File: config.mk
export PLATFORM = sky130hd
export DESIGN_NAME = utf8_to_utf16_decoder_core
export DESIGN_NICKNAME = d
export VERILOG_FILES = /design/src/rtl/u8u16_pkg.sv /design/src/rtl/utf8_to_utf16_decoder_core.sv
export VERILOG_INCLUDE_DIRS = /design/src /design/src/rtl
export SDC_FILE = /design/constraint.sdc
export NUM_CORES = 1
export LEC_CHECK = 0
export BUFFER_PORTS_ARGS = -buffer_cell sky130_fd_sc_hd__clkbuf_2
export CORE_MARGIN = 1
export CORE_UTILIZATION = 50
export DETAILED_ROUTE_END_ITERATION = 10
export GPL_ROUTABILITY_DRIVEN = 0
export PLACE_DENSITY = 0.69
export SYNTH_ARGS = -nofsm -noshare
export SYNTH_HDL_FRONTEND = slang
export SYNTH_SLANG_ARGS = --single-unit
File: constraint.sdc
create_clock -name i_clk -period 10.25 [get_ports i_clk]
set_input_delay 2.05 -clock i_clk [delete_from_list [all_inputs] [get_ports i_clk]]
set_output_delay 2.05 -clock i_clk [all_outputs]
set_load 0.1 [all_outputs]
File: src/rtl/assert_macros.svh
// Assertion macros shared by the decoder RTL.
// Needs a clock named i_clk and an active-low reset named i_rst_n in scope.
`ifndef ASSERT_MACROS_SVH
`define ASSERT_MACROS_SVH

// Check a property at every rising clock edge outside reset.
`define ASSERT_CLK(label, prop, msg) \
    label: assert property (@(posedge i_clk) disable iff (!i_rst_n) (prop)) else $error(msg);

// Check that a condition never holds outside reset.
`define ASSERT_NEVER(label, cond, msg) \
    label: assert property (@(posedge i_clk) disable iff (!i_rst_n) !(cond)) else $error(msg);

`endif

File: src/rtl/u8u16_pkg.sv
// Types and constants for the UTF-8 to UTF-16 decoder.
// No dependencies; imported by utf8_to_utf16_decoder_core.
`default_nettype none

package u8u16_pkg;

    typedef enum logic [1:0] {
        KIND_UNIT  = 2'd0,
        KIND_DONE  = 2'd1,
        KIND_ERROR = 2'd2
    } t_kind;

    typedef struct packed {
        logic [15:0] code_unit;
        t_kind       item_kind;
        logic [15:0] unit_count;
        logic        last_item;
    } t_item;

    localparam logic [20:0] SUPP_BASE    = 21'h010000;
    localparam logic [15:0] SURR_HI_BASE = 16'hD800;
    localparam logic [15:0] SURR_LO_BASE = 16'hDC00;
    localparam logic [15:0] SURR_HI_OFS  = 16'h0040;
    localparam logic [7:0]  LEAD_E0      = 8'hE0;
    localparam logic [7:0]  LEAD_F0      = 8'hF0;
    localparam logic [7:0]  LEAD_F4      = 8'hF4;
    localparam logic [15:0] LIMIT_RESET  = 16'hFFFF;

endpackage

`default_nettype wire

File: src/rtl/utf8_to_utf16_decoder_core.sv
// Results of an accepted byte are written into the result queue and reach the output
// behind any older items. Takes one byte per cycle while the result side takes a transfer
// every cycle; a byte giving two or three results (pair, unit plus final status, or pair
// plus final status) holds the input until the queue is back down to at most one item.
// Reset (i_rst_n low, synchronous) clears decode state, result queue, and
// sets the output limit to 65535.
// Top level of the UTF-8 to UTF-16 stream decoder; depends on u8u16_pkg and
// assert_macros.svh.
`default_nettype none

`include "assert_macros.svh"

module utf8_to_utf16_decoder_core
    import u8u16_pkg::*;
#(
    parameter int COUNT_BITS = 16
) (
    input  wire logic        i_clk,
    input  wire logic        i_rst_n,
    // configuration: output limit in code units per buffer
    input  wire logic        i_cfg_wr_en,
    input  wire logic [15:0] i_cfg_wr_data,
    // byte input channel
    input  wire logic        i_valid,
    output logic             o_stall,
    input  wire logic [7:0]  i_in_byte,
    input  wire logic        i_in_last,
    // result channel
    output logic             o_valid,
    input  wire logic        i_stall,
    output logic [15:0]      o_code_unit,
    output logic [1:0]       o_item_kind,
    output logic [15:0]      o_unit_count,
    output logic             o_last_item
);

    // Compare width covers both the unit counter and the 16-bit limit.
    localparam int CW = (COUNT_BITS > 16) ? COUNT_BITS : 16;

    // Result queue: four slots, input stalls unless three are free.
    localparam int QDEPTH = 4;
    localparam int QPW    = $clog2(QDEPTH);
    localparam int MAXRES = 3;

    // ---------------------------------------------------------------
    // Registers
    // ---------------------------------------------------------------
    logic [15:0]           r_limit;
    logic [2:0]            r_rem,  n_rem;     // continuation bytes still due
    logic [2:0]            r_len,  n_len;     // nominal sequence length
    logic [20:0]           r_acc,  n_acc;     // code point under assembly
    logic [7:0]            r_lead, n_lead;
    logic                  r_bad,  n_bad;
    logic [COUNT_BITS-1:0] r_units, n_units;
    logic                  r_full, n_full;    // output limit reached
    logic                  r_err,  n_err;     // error seen in this buffer

    t_item                 r_q [QDEPTH];
    logic [QPW-1:0]        r_wr, r_rd;
    logic [QPW:0]          r_cnt;

    // ---------------------------------------------------------------
    // Handshake
    // ---------------------------------------------------------------
    logic in_xfer, out_xfer;

    assign o_stall  = (r_cnt > (QPW+1)'(QDEPTH - MAXRES));
    assign in_xfer  = i_valid && !o_stall;
    assign o_valid  = (r_cnt != '0);
    assign out_xfer = o_valid && !i_stall;

    // ---------------------------------------------------------------
    // Decode: one byte in, up to three result items out
    // ---------------------------------------------------------------
    t_item       items [MAXRES];
    logic [1:0]  n_items;
    logic        done, err_now, cont_bad;
    logic [2:0]  len, pos;
    logic [7:0]  mask;
    logic [20:0] ch;
    logic [CW:0] units_ext, limit_ext, n_units_ext;
    logic [15:0] hi_unit;

    assign units_ext   = (CW+1)'(r_units);
    assign limit_ext   = (CW+1)'(r_limit);
    assign n_units_ext = (CW+1)'(n_units);

    always_comb begin
        n_rem    = r_rem;
        n_len    = r_len;
        n_acc    = r_acc;
        n_lead   = r_lead;
        n_bad    = r_bad;
        n_units  = r_units;
        n_full   = r_full;
        n_err    = r_err;
        done     = 1'b0;
        err_now  = 1'b0;
        cont_bad = 1'b0;
        len      = 3'd1;
        mask     = 8'h7F;
        pos      = r_len - r_rem;
        ch       = '0;
        hi_unit  = '0;
        n_items  = '0;
        for (int i = 0; i < MAXRES; i++) begin
            items[i] = '{code_unit: '0, item_kind: KIND_UNIT, unit_count: '0, last_item: 1'b0};
        end

        if (in_xfer && !r_err && !r_full) begin
            if (r_rem == '0) begin
                if (units_ext >= limit_ext) begin
                    // no room left: ignore the rest of the buffer unchecked
                    n_full = 1'b1;
                end else begin
                    if (i_in_byte < 8'hC0) begin
                        len = 3'd1; mask = 8'h7F;
                    end else if (i_in_byte < 8'hE0) begin
                        len = 3'd2; mask = 8'h1F;
                    end else if (i_in_byte < 8'hF0) begin
                        len = 3'd3; mask = 8'h0F;
                    end else if (i_in_byte < 8'hF8) begin
                        len = 3'd4; mask = 8'h07;
                    end else if (i_in_byte < 8'hFC) begin
                        len = 3'd5; mask = 8'h00;
                    end else begin
                        len = 3'd6; mask = 8'h00;
                    end
                    n_lead = i_in_byte;
                    n_len  = len;
                    n_rem  = len - 3'd1;
                    n_acc  = 21'(i_in_byte & mask);
                    // stray continuation, overlong C0/C1, and leads above F4
                    n_bad  = (i_in_byte inside {[8'h80:8'hC1]}) || (i_in_byte > LEAD_F4);
                    done   = (len == 3'd1);
                end
            end else begin
                if (pos == 3'd1) begin
                    if (r_lead == LEAD_E0) begin
                        cont_bad = !(i_in_byte inside {[8'hA0:8'hBF]});
                    end else if (r_lead == LEAD_F0) begin
                        cont_bad = !(i_in_byte inside {[8'h90:8'hBF]});
                    end else if (r_lead == LEAD_F4) begin
                        cont_bad = !(i_in_byte inside {[8'h80:8'h8F]});
                    end else begin
                        cont_bad = !(i_in_byte inside {[8'h80:8'hBF]});
                    end
                end else begin
                    cont_bad = !(i_in_byte inside {[8'h80:8'hBF]});
                end
                n_bad = r_bad || cont_bad;
                n_acc = {r_acc[14:0], i_in_byte[5:0]};
                n_rem = r_rem - 3'd1;
                done  = (r_rem == 3'd1);
            end
        end

        if (done) begin
            ch      = n_acc;
            hi_unit = SURR_HI_BASE | ({5'b0, ch[20:10]} - SURR_HI_OFS);
            if (n_bad) begin
                err_now = 1'b1;
            end else if (ch < SUPP_BASE) begin
                items[0].code_unit = ch[15:0];
                n_items = 2'd1;
                n_units = r_units + COUNT_BITS'(1);
            end else if (units_ext + (CW+1)'(2) <= limit_ext) begin
                items[0].code_unit = hi_unit;
                items[1].code_unit = SURR_LO_BASE | {6'b0, ch[9:0]};
                n_items = 2'd2;
                n_units = r_units + COUNT_BITS'(2);
            end else begin
                // pair without room for both units
                err_now = 1'b1;
            end
            if (err_now) begin
                n_err = 1'b1;
                items[n_items].item_kind  = KIND_ERROR;
                items[n_items].unit_count = units_ext[15:0];
                items[n_items].last_item  = i_in_last;
                n_items = n_items + 2'd1;
            end
            n_len = '0;
            n_bad = 1'b0;
            n_acc = '0;
        end

        if (in_xfer && i_in_last) begin
            // final status, unless an error item already closed the buffer
            if (!err_now) begin
                items[n_items].item_kind  = n_err ? KIND_ERROR : KIND_DONE;
                items[n_items].unit_count = n_units_ext[15:0];
                items[n_items].last_item  = 1'b1;
                n_items = n_items + 2'd1;
            end
            n_rem   = '0;
            n_len   = '0;
            n_acc   = '0;
            n_lead  = '0;
            n_bad   = 1'b0;
            n_units = '0;
            n_full  = 1'b0;
            n_err   = 1'b0;
        end
    end

    // ---------------------------------------------------------------
    // State registers
    // ---------------------------------------------------------------
    always_ff @(posedge i_clk) begin
        if (!i_rst_n) begin
            r_limit <= LIMIT_RESET;
            r_rem   <= '0;
            r_len   <= '0;
            r_acc   <= '0;
            r_lead  <= '0;
            r_bad   <= 1'b0;
            r_units <= '0;
            r_full  <= 1'b0;
            r_err   <= 1'b0;
        end else begin
            if (i_cfg_wr_en) begin
                r_limit <= i_cfg_wr_data;
            end
            if (in_xfer) begin
                r_rem   <= n_rem;
                r_len   <= n_len;
                r_acc   <= n_acc;
                r_lead  <= n_lead;
                r_bad   <= n_bad;
                r_units <= n_units;
                r_full  <= n_full;
                r_err   <= n_err;
            end
        end
    end

    // ---------------------------------------------------------------
    // Result queue: push up to three items, pop one per transfer
    // ---------------------------------------------------------------
    always_ff @(posedge i_clk) begin
        for (int i = 0; i < MAXRES; i++) begin
            if (in_xfer && (2'(i) < n_items)) begin
                r_q[r_wr + QPW'(i)] <= items[i];
            end
        end
    end

    always_ff @(posedge i_clk) begin
        if (!i_rst_n) begin
            r_wr  <= '0;
            r_rd  <= '0;
            r_cnt <= '0;
        end else begin
            if (in_xfer) begin
                r_wr <= r_wr + QPW'(n_items);
            end
            if (out_xfer) begin
                r_rd <= r_rd + QPW'(1);
            end
            r_cnt <= r_cnt + (in_xfer ? (QPW+1)'(n_items) : '0)
                           - (out_xfer ? (QPW+1)'(1) : '0);
        end
    end

    assign o_code_unit  = r_q[r_rd].code_unit;
    assign o_item_kind  = r_q[r_rd].item_kind;
    assign o_unit_count = r_q[r_rd].unit_count;
    assign o_last_item  = r_q[r_rd].last_item;

    // ---------------------------------------------------------------
    // Assertions
    // ---------------------------------------------------------------
    logic last_xfer, buf_idle;

    assign last_xfer = in_xfer && i_in_last;
    assign buf_idle  = (r_units == '0) && (r_rem == '0) && !r_err && !r_full;

    `ASSERT_CLK(a_q_bound, r_cnt <= (QPW+1)'(QDEPTH), "result queue overflow")
    `ASSERT_CLK(a_last_gives_result, last_xfer |=> (r_cnt != '0), "last byte gave no result")
    `ASSERT_CLK(a_last_clears, last_xfer |=> buf_idle, "buffer state not cleared")
    `ASSERT_NEVER(a_full_and_err, r_full && r_err, "full and error both set")

endmodule

`default_nettype wire

### Word-level counts from Yosys, hierarchy flattened

Memory sizes are Yosys's and may differ from the RTL's. A register that Yosys moved wholly into a read port is not among the register bits.
Cells that the tools add are included.

* memory bits (read-only): 0
* latch bits: 0
* input port bits: 30
* bits in writable memories: 140
* flip-flop bits (word level): 77
* output and inout port bits: 37
* logic and storage cells: 212
* memories: 1

* reduce and logical (&&, ||, !) cells: 36
* $add $sub $neg: 15
* mux-type cells: 113
* bitwise operators: 3
* eq/ne operators: 9
* multipliers: 0
* $lt $le $gt $ge: 23
* shift operators: 0
* divide/modulo/power cells: 0

Memory list
* r_q: depth 4, width 35, read ports 1, clocked after Yosys merged registers in 1, wr ports 3, line utf8_to_utf16_decoder_core.sv:58 `t_item r_q [QDEPTH];`

Operator list (count)
* $bwmux W105: 6
* $demux W35 S2: 6
* $mux W105: 4
* $mux W16: 13
* $mux W21: 5
* $mux W8: 7
* $mux W3: 16
* $lt A8 B8 Y1 const B: 5
* $mux W19: 2
* $mux W1: 35
* $mux W17: 2
* $mux W2: 14
* $eq A8 B8 Y1 const B: 3
* $ge A8 B8 Y1 const B: 3
* $le A8 B8 Y1 const B: 3
* $lt A21 B17 Y1 const B: 1
* $add A16 B2 Y17 const B: 1
* $le A17 B16 Y1: 1
* $add A16 B1 Y16 const B: 1
* $add A16 B2 Y16 const B: 1
* $ge A16 B16 Y1: 1
* $logic_and A1 B1 Y1: 15
* $reduce_and A4 Y1: 3
* $sub A11 B7 Y12 const B: 1
* other kinds (27): 50

### Depth between registers and ports, before layout

* depth after elaboration: 31
* depth in mapped cells: 28
* gate-level depth less buffers: 27

### Worst setup path before layout

No wires, ideal clock.

* path kind: input port to flip-flop
* start point: input port i_in_byte[5]
* end point: memory r_q[0][0] (netlist name), enable pin
* required time: 9.765 ns
* library setup time: 0.485 ns
* arrival: 8.164 ns
* slack: 1.601 ns
* stages on the path: 18
* path buffers: 3
* path through: clkbuf_1 or4_1 o21ai_0 o21ai_0 or4_4 and2_1 buf_2 nand2_1 ha_1 a21oi_1 nor3_1 ha_1 nor2_1 o211ai_2 nand3_1 inv_2 buf_2 a221oi_1

RTL lines
* from (decl): line utf8_to_utf16_decoder_core.sv:26 `input wire logic [7:0] i_in_byte,`
* to (decl): line utf8_to_utf16_decoder_core.sv:58

==> qor_table.md <==
| Parameter | Reported |
|---|---|
| Num CTS Buffers | 24 |
| Setup Skew | 0.0104 ns |
| Final-stage net count | 1355 |
| YS warnings | 0 |
| Hold buffer count at cts | 0 |
| Flops & latches, synth | 219 |
| Depth of the worst register-to-register path | 24 |
| Count of flip-flops with a built-in enable after synthesis | 140 |
| Number of H-tree levels | 1 |
| Commonest non-fill, non-tap cells in the layout | 149 x sky130_fd_sc_hd__nand2_1, 140 x sky130_fd_sc_hd__edfxtp_1, 90 x sky130_fd_sc_hd__nor2_1, 78 x sky130_fd_sc_hd__a21oi_1, 78 x sky130_fd_sc_hd__dfxtp_1 |
| RR Endpoint | r_q[2][10] |
| Post-synthesis net count | 1331 |
| Kind of end point of the critical path | flop |
| Number of buffers inserted by post-CTS setup repair | 0 |
| Peak-usage layer in the global routing report | met2 |
| Power Total | 3370 uW |
| Area delta synth->final | 11.4% |
| Number of gates resized after cts | 0 |
| Boundary Pins | 67 |
| Wire length of the first global-routing pass | 52.9 mm |
| Netlist Area Pre-Place | 12800 um^2 |
| Overflow after GRT | 0 |
| CTS tree | yes |
| Max-cap check violation count | 0 |
| Pre-antenna DRT Iters | 5 |
| Routing usage on met3 | 0.0426 |
| Relative max-transition margin | 0.166 |
| Via count | 10000 |
| Number of I/O port buffers | 66 |
| Result of the run | completed |
| Vertical die dimension | 162 um |
| Cell row count | 58 |
| Met1 Use GR | 0.357 |
| Count of buffer and inverter cells on the critical path | 1 |
| Setup tns final | 0 ns |
| Antenna diode count | 0 |
| Share of layout cells above drive strength 1 | 0.161 |
| Max Root-Sink Buffers | 3 |
| Fmax | 128 MHz |
| Master cell of the clock root buffer | sky130_fd_sc_hd__clkbuf_16 |
| DR DRC count | 0 |
| Post-layout utilization of the core | 0.566 |
| Arrival time reported for the critical path endpoint | 8.00 ns |
| Worst min path class | reg2reg |
| Final routed wire length divided by cell count | 20.3 um |
| Reg2Reg Launch Point | r_units[1] |
| Cell Chain, Critical Path | ha_1 -> nand3_1 -> nor2_1 -> and3_1 -> nand3_1 -> nor3_1 -> xor2_1 -> ha_1 -> and3_1 -> a211oi_1 -> a31o_2 -> a31oi_1 -> nor3_2 -> nand2_1 -> ha_1 -> a21oi_1 -> nor3_1 -> ha_1 -> nor2_1 -> o211ai_2 -> nand3_1 -> o21ai_0 -> a221oi_4 -> buf_4 |
| Wire length after detailed routing | 32.9 mm |
| Clock latency on the worst-skew pair | 0.52 ns |
| Largest delay share family, worst path | simple AND/OR/NAND/NOR gates |
| Transition time of the tightest slew-check pin | 1.24 ns |
| Critical Path Source | r_units[1] |
| Fraction of the cycle the final worst path needs | 0.760 |
| Number of max-slew violations in the final report | 0 |
| Mean cell area of the mapped netlist | 10.2 um^2 |
| R2R Setup Slk | 2.46 ns |
| Finish-stage setup viols | 0 |
| Share of synthesized area occupied by flip-flops and latches | 0.453 |
| Vias in the first global route | 9766 |
| First DRT Iteration DRCs | 1016 |
| Peak supply drop | 0.000184 V |
| Initial antenna violation count | 0 |
| Effective utilization at floorplan | 0.508 |
| Crit-path slowest cell | sky130_fd_sc_hd__a221oi_4 |
| Dominant register cell in the synthesized netlist | sky130_fd_sc_hd__edfxtp_1 |
| Startpoint-to-endpoint class of the critical path | reg2reg |
| CP peak stage delay | 1.00 ns |
| Die width | 162 um |
| Floorplan die area | 26200 um^2 |
| Leading cell type in the layout, fill and taps excluded | sky130_fd_sc_hd__nand2_1 |
| Maximum number of pins on one net before global-route repair | 56 |
| Global-route usage over all layers | 0.255 |
| Crit start category | flop |
| Crit-path most repeated cell | sky130_fd_sc_hd__ha_1 |
| Total number of cells along the worst setup path | 24 |
| Async set or reset register ratio after synthesis | 0 |
| Number of endpoints with negative hold slack in the final report | 0 |
| Clk pin slew, worst setup/hold paths | 0.06 ns |
| Number of instances in the synthesized netlist | 1249 |
| Area of the placeable core | 25100 um^2 |
| Layout filler cell count | 2213 |
| Shortest clock period the worst path allows after layout | 7.79 ns |
| Library cells used by synthesis | 87 |
| Worst Path Max Fanout | 20 |
| Required time of the critical path | 10.46 ns |
| RSZ-0062 raised after global routing | false |
| Met2 routing resource usage after global routing | 0.409 |
| Termination of the worst setup path | r_q[2][10] |
| Cell area power density | 237 nW/um^2 |
| Total clock sinks | 219 |
| Final HPWL from detailed placement | 22.3 mm |
| Remaining antenna violation count after routing | 0 |
| Leakage power | 0.00509 uW |
| Average via count per standard cell | 6.18 |
## layout make-up
class / count / area, um^2 / share of cell area
multi-input cells: 905 / 6530 / 0.459
flip-flops and latches: 219 / 5790 / 0.407
clock buffers: 32 / 682 / 0.0480
repair buffers: 80 / 435 / 0.0306
well taps: 330 / 413 / 0.0290
clock inverters: 12 / 214 / 0.0150
inverters: 43 / 161 / 0.0114
## worst min path at each step
| stage | from | end | slack [ns] | depth (start not counted) |
|---|---|---|---|---|
| floorplan | r_limit[0] | r_limit[0] | 0.45 | 2 |
| global placement | r_lead[6] | r_lead[6] | 0.47 | 2 |
| detailed placement | r_lead[5] | r_lead[5] | 0.48 | 2 |
| CTS | r_lead[5] | r_lead[5] | 0.50 | 2 |
| global route | r_lead[6] | r_lead[6] | 0.53 | 2 |
| finish | r_lead[6] | r_lead[6] | 0.49 | 2 |
## state kept, by name (all words and copies together), names as in the netlist, 2 cells and up, named ones only
signal and cells:
r_acc 21, r_cnt 3, r_lead 8, r_len 3, r_limit 16, r_q 140
r_rd 2, r_rem 3, r_units 16, r_wr 2
## per-stage QoR
step	area, um^2	worst slack, ns	hold WS, ns	cells
4_1_cts	14200	2.56	0.496	1621
6_report	14200	2.46	0.490	1621
5_1_grt	14200	1.89	0.526	1621
3_5_place_dp	13300	2.07	0.481	1577
2_1_floorplan	12800	1.60	0.448	1249
3_3_place_gp	13300	2.26	0.471	1577
## worst register-to-register path: cells and delay by family, from the launching register on
family	cells	cell delay (ns)
buffers and inverters	1	0.41
AND/OR/NAND/NOR	11	2.87
XOR/XNOR	1	0.21
adder cells (fa/ha/maj)	4	1.33
AO/OA/AOI/OAI	7	2.04
flip-flops	1	0.62
## where the power goes
part | switching [uW] | leakage (uW) | internal, uW
Sequential | 50.5 | 0.00195 | 1050
Combinational | 988 | 0.00270 | 304
Clock | 359 | 0.000433 | 617
## cell usage after synthesis, types with 4 or more instances
master | n | area (um^2)
sky130_fd_sc_hd__nand2_1 | 149 | 559
sky130_fd_sc_hd__edfxtp_1 | 140 | 4200
sky130_fd_sc_hd__nor2_1 | 90 | 338
sky130_fd_sc_hd__dfxtp_1 | 79 | 1580
sky130_fd_sc_hd__a21oi_1 | 78 | 390
sky130_fd_sc_hd__nor3_1 | 67 | 335
sky130_fd_sc_hd__o21ai_0 | 55 | 275
sky130_fd_sc_hd__ha_1 | 50 | 626
sky130_fd_sc_hd__clkbuf_1 | 46 | 173
sky130_fd_sc_hd__inv_1 | 41 | 154
sky130_fd_sc_hd__mux2i_1 | 37 | 370
sky130_fd_sc_hd__mux4_2 | 35 | 788
sky130_fd_sc_hd__nor2b_1 | 24 | 150
sky130_fd_sc_hd__buf_2 | 23 | 115
sky130_fd_sc_hd__nand3_1 | 23 | 115
sky130_fd_sc_hd__and2_1 | 21 | 131
sky130_fd_sc_hd__o211ai_1 | 21 | 158
sky130_fd_sc_hd__a22oi_1 | 17 | 128
sky130_fd_sc_hd__a211oi_1 | 16 | 120
sky130_fd_sc_hd__xnor2_1 | 14 | 123
sky130_fd_sc_hd__o22ai_1 | 13 | 81.3
sky130_fd_sc_hd__nand2b_1 | 11 | 68.8
sky130_fd_sc_hd__nand4_1 | 11 | 68.8
sky130_fd_sc_hd__xor2_1 | 11 | 96.3
sky130_fd_sc_hd__a21boi_0 | 10 | 75.1
sky130_fd_sc_hd__a22o_1 | 10 | 87.6
sky130_fd_sc_hd__a31oi_1 | 9 | 56.3
sky130_fd_sc_hd__and3_1 | 7 | 43.8
sky130_fd_sc_hd__buf_4 | 7 | 52.6
sky130_fd_sc_hd__nor3_2 | 7 | 70.1
sky130_fd_sc_hd__a21boi_1 | 6 | 45.0
sky130_fd_sc_hd__buf_1 | 6 | 22.5
sky130_fd_sc_hd__o31ai_1 | 6 | 45.0
sky130_fd_sc_hd__a21o_1 | 5 | 37.5
sky130_fd_sc_hd__or3_1 | 5 | 31.3
sky130_fd_sc_hd__a211o_1 | 4 | 35.0
sky130_fd_sc_hd__o21a_1 | 4 | 30.0
sky130_fd_sc_hd__o21ai_1 | 4 | 20.0
sky130_fd_sc_hd__o221a_2 | 4 | 45.0
sky130_fd_sc_hd__o311ai_0 | 4 | 35.0
sky130_fd_sc_hd__or2_2 | 4 | 25.0
## layer usage
metal | part of all wire | routed length [um] | vias to the layer above
li1 | - | - | 4713
met1 | 0.44 | 14400 | 4847
met2 | 0.46 | 15200 | 398
met3 | 0.080 | 2620 | 58
met4 | 0.021 | 683 | 0
met5 | 0 | 0 | -
## kinds of logic (layout without fill, tap and decap cells)
group	count (synthesis)	in the layout	synth area share
AO/OA/AOI/OAI	315	315	0.175
XOR/XNOR	26	26	0.0189
adder cells (fa/ha/maj)	52	52	0.0522
buffers and inverters	125	167	0.0411
flip-flops	219	219	0.453
multiplexers	72	72	0.0908
AND/OR/NAND/NOR	440	440	0.169
Note: power is estimated with default switching activity, not from simulation.
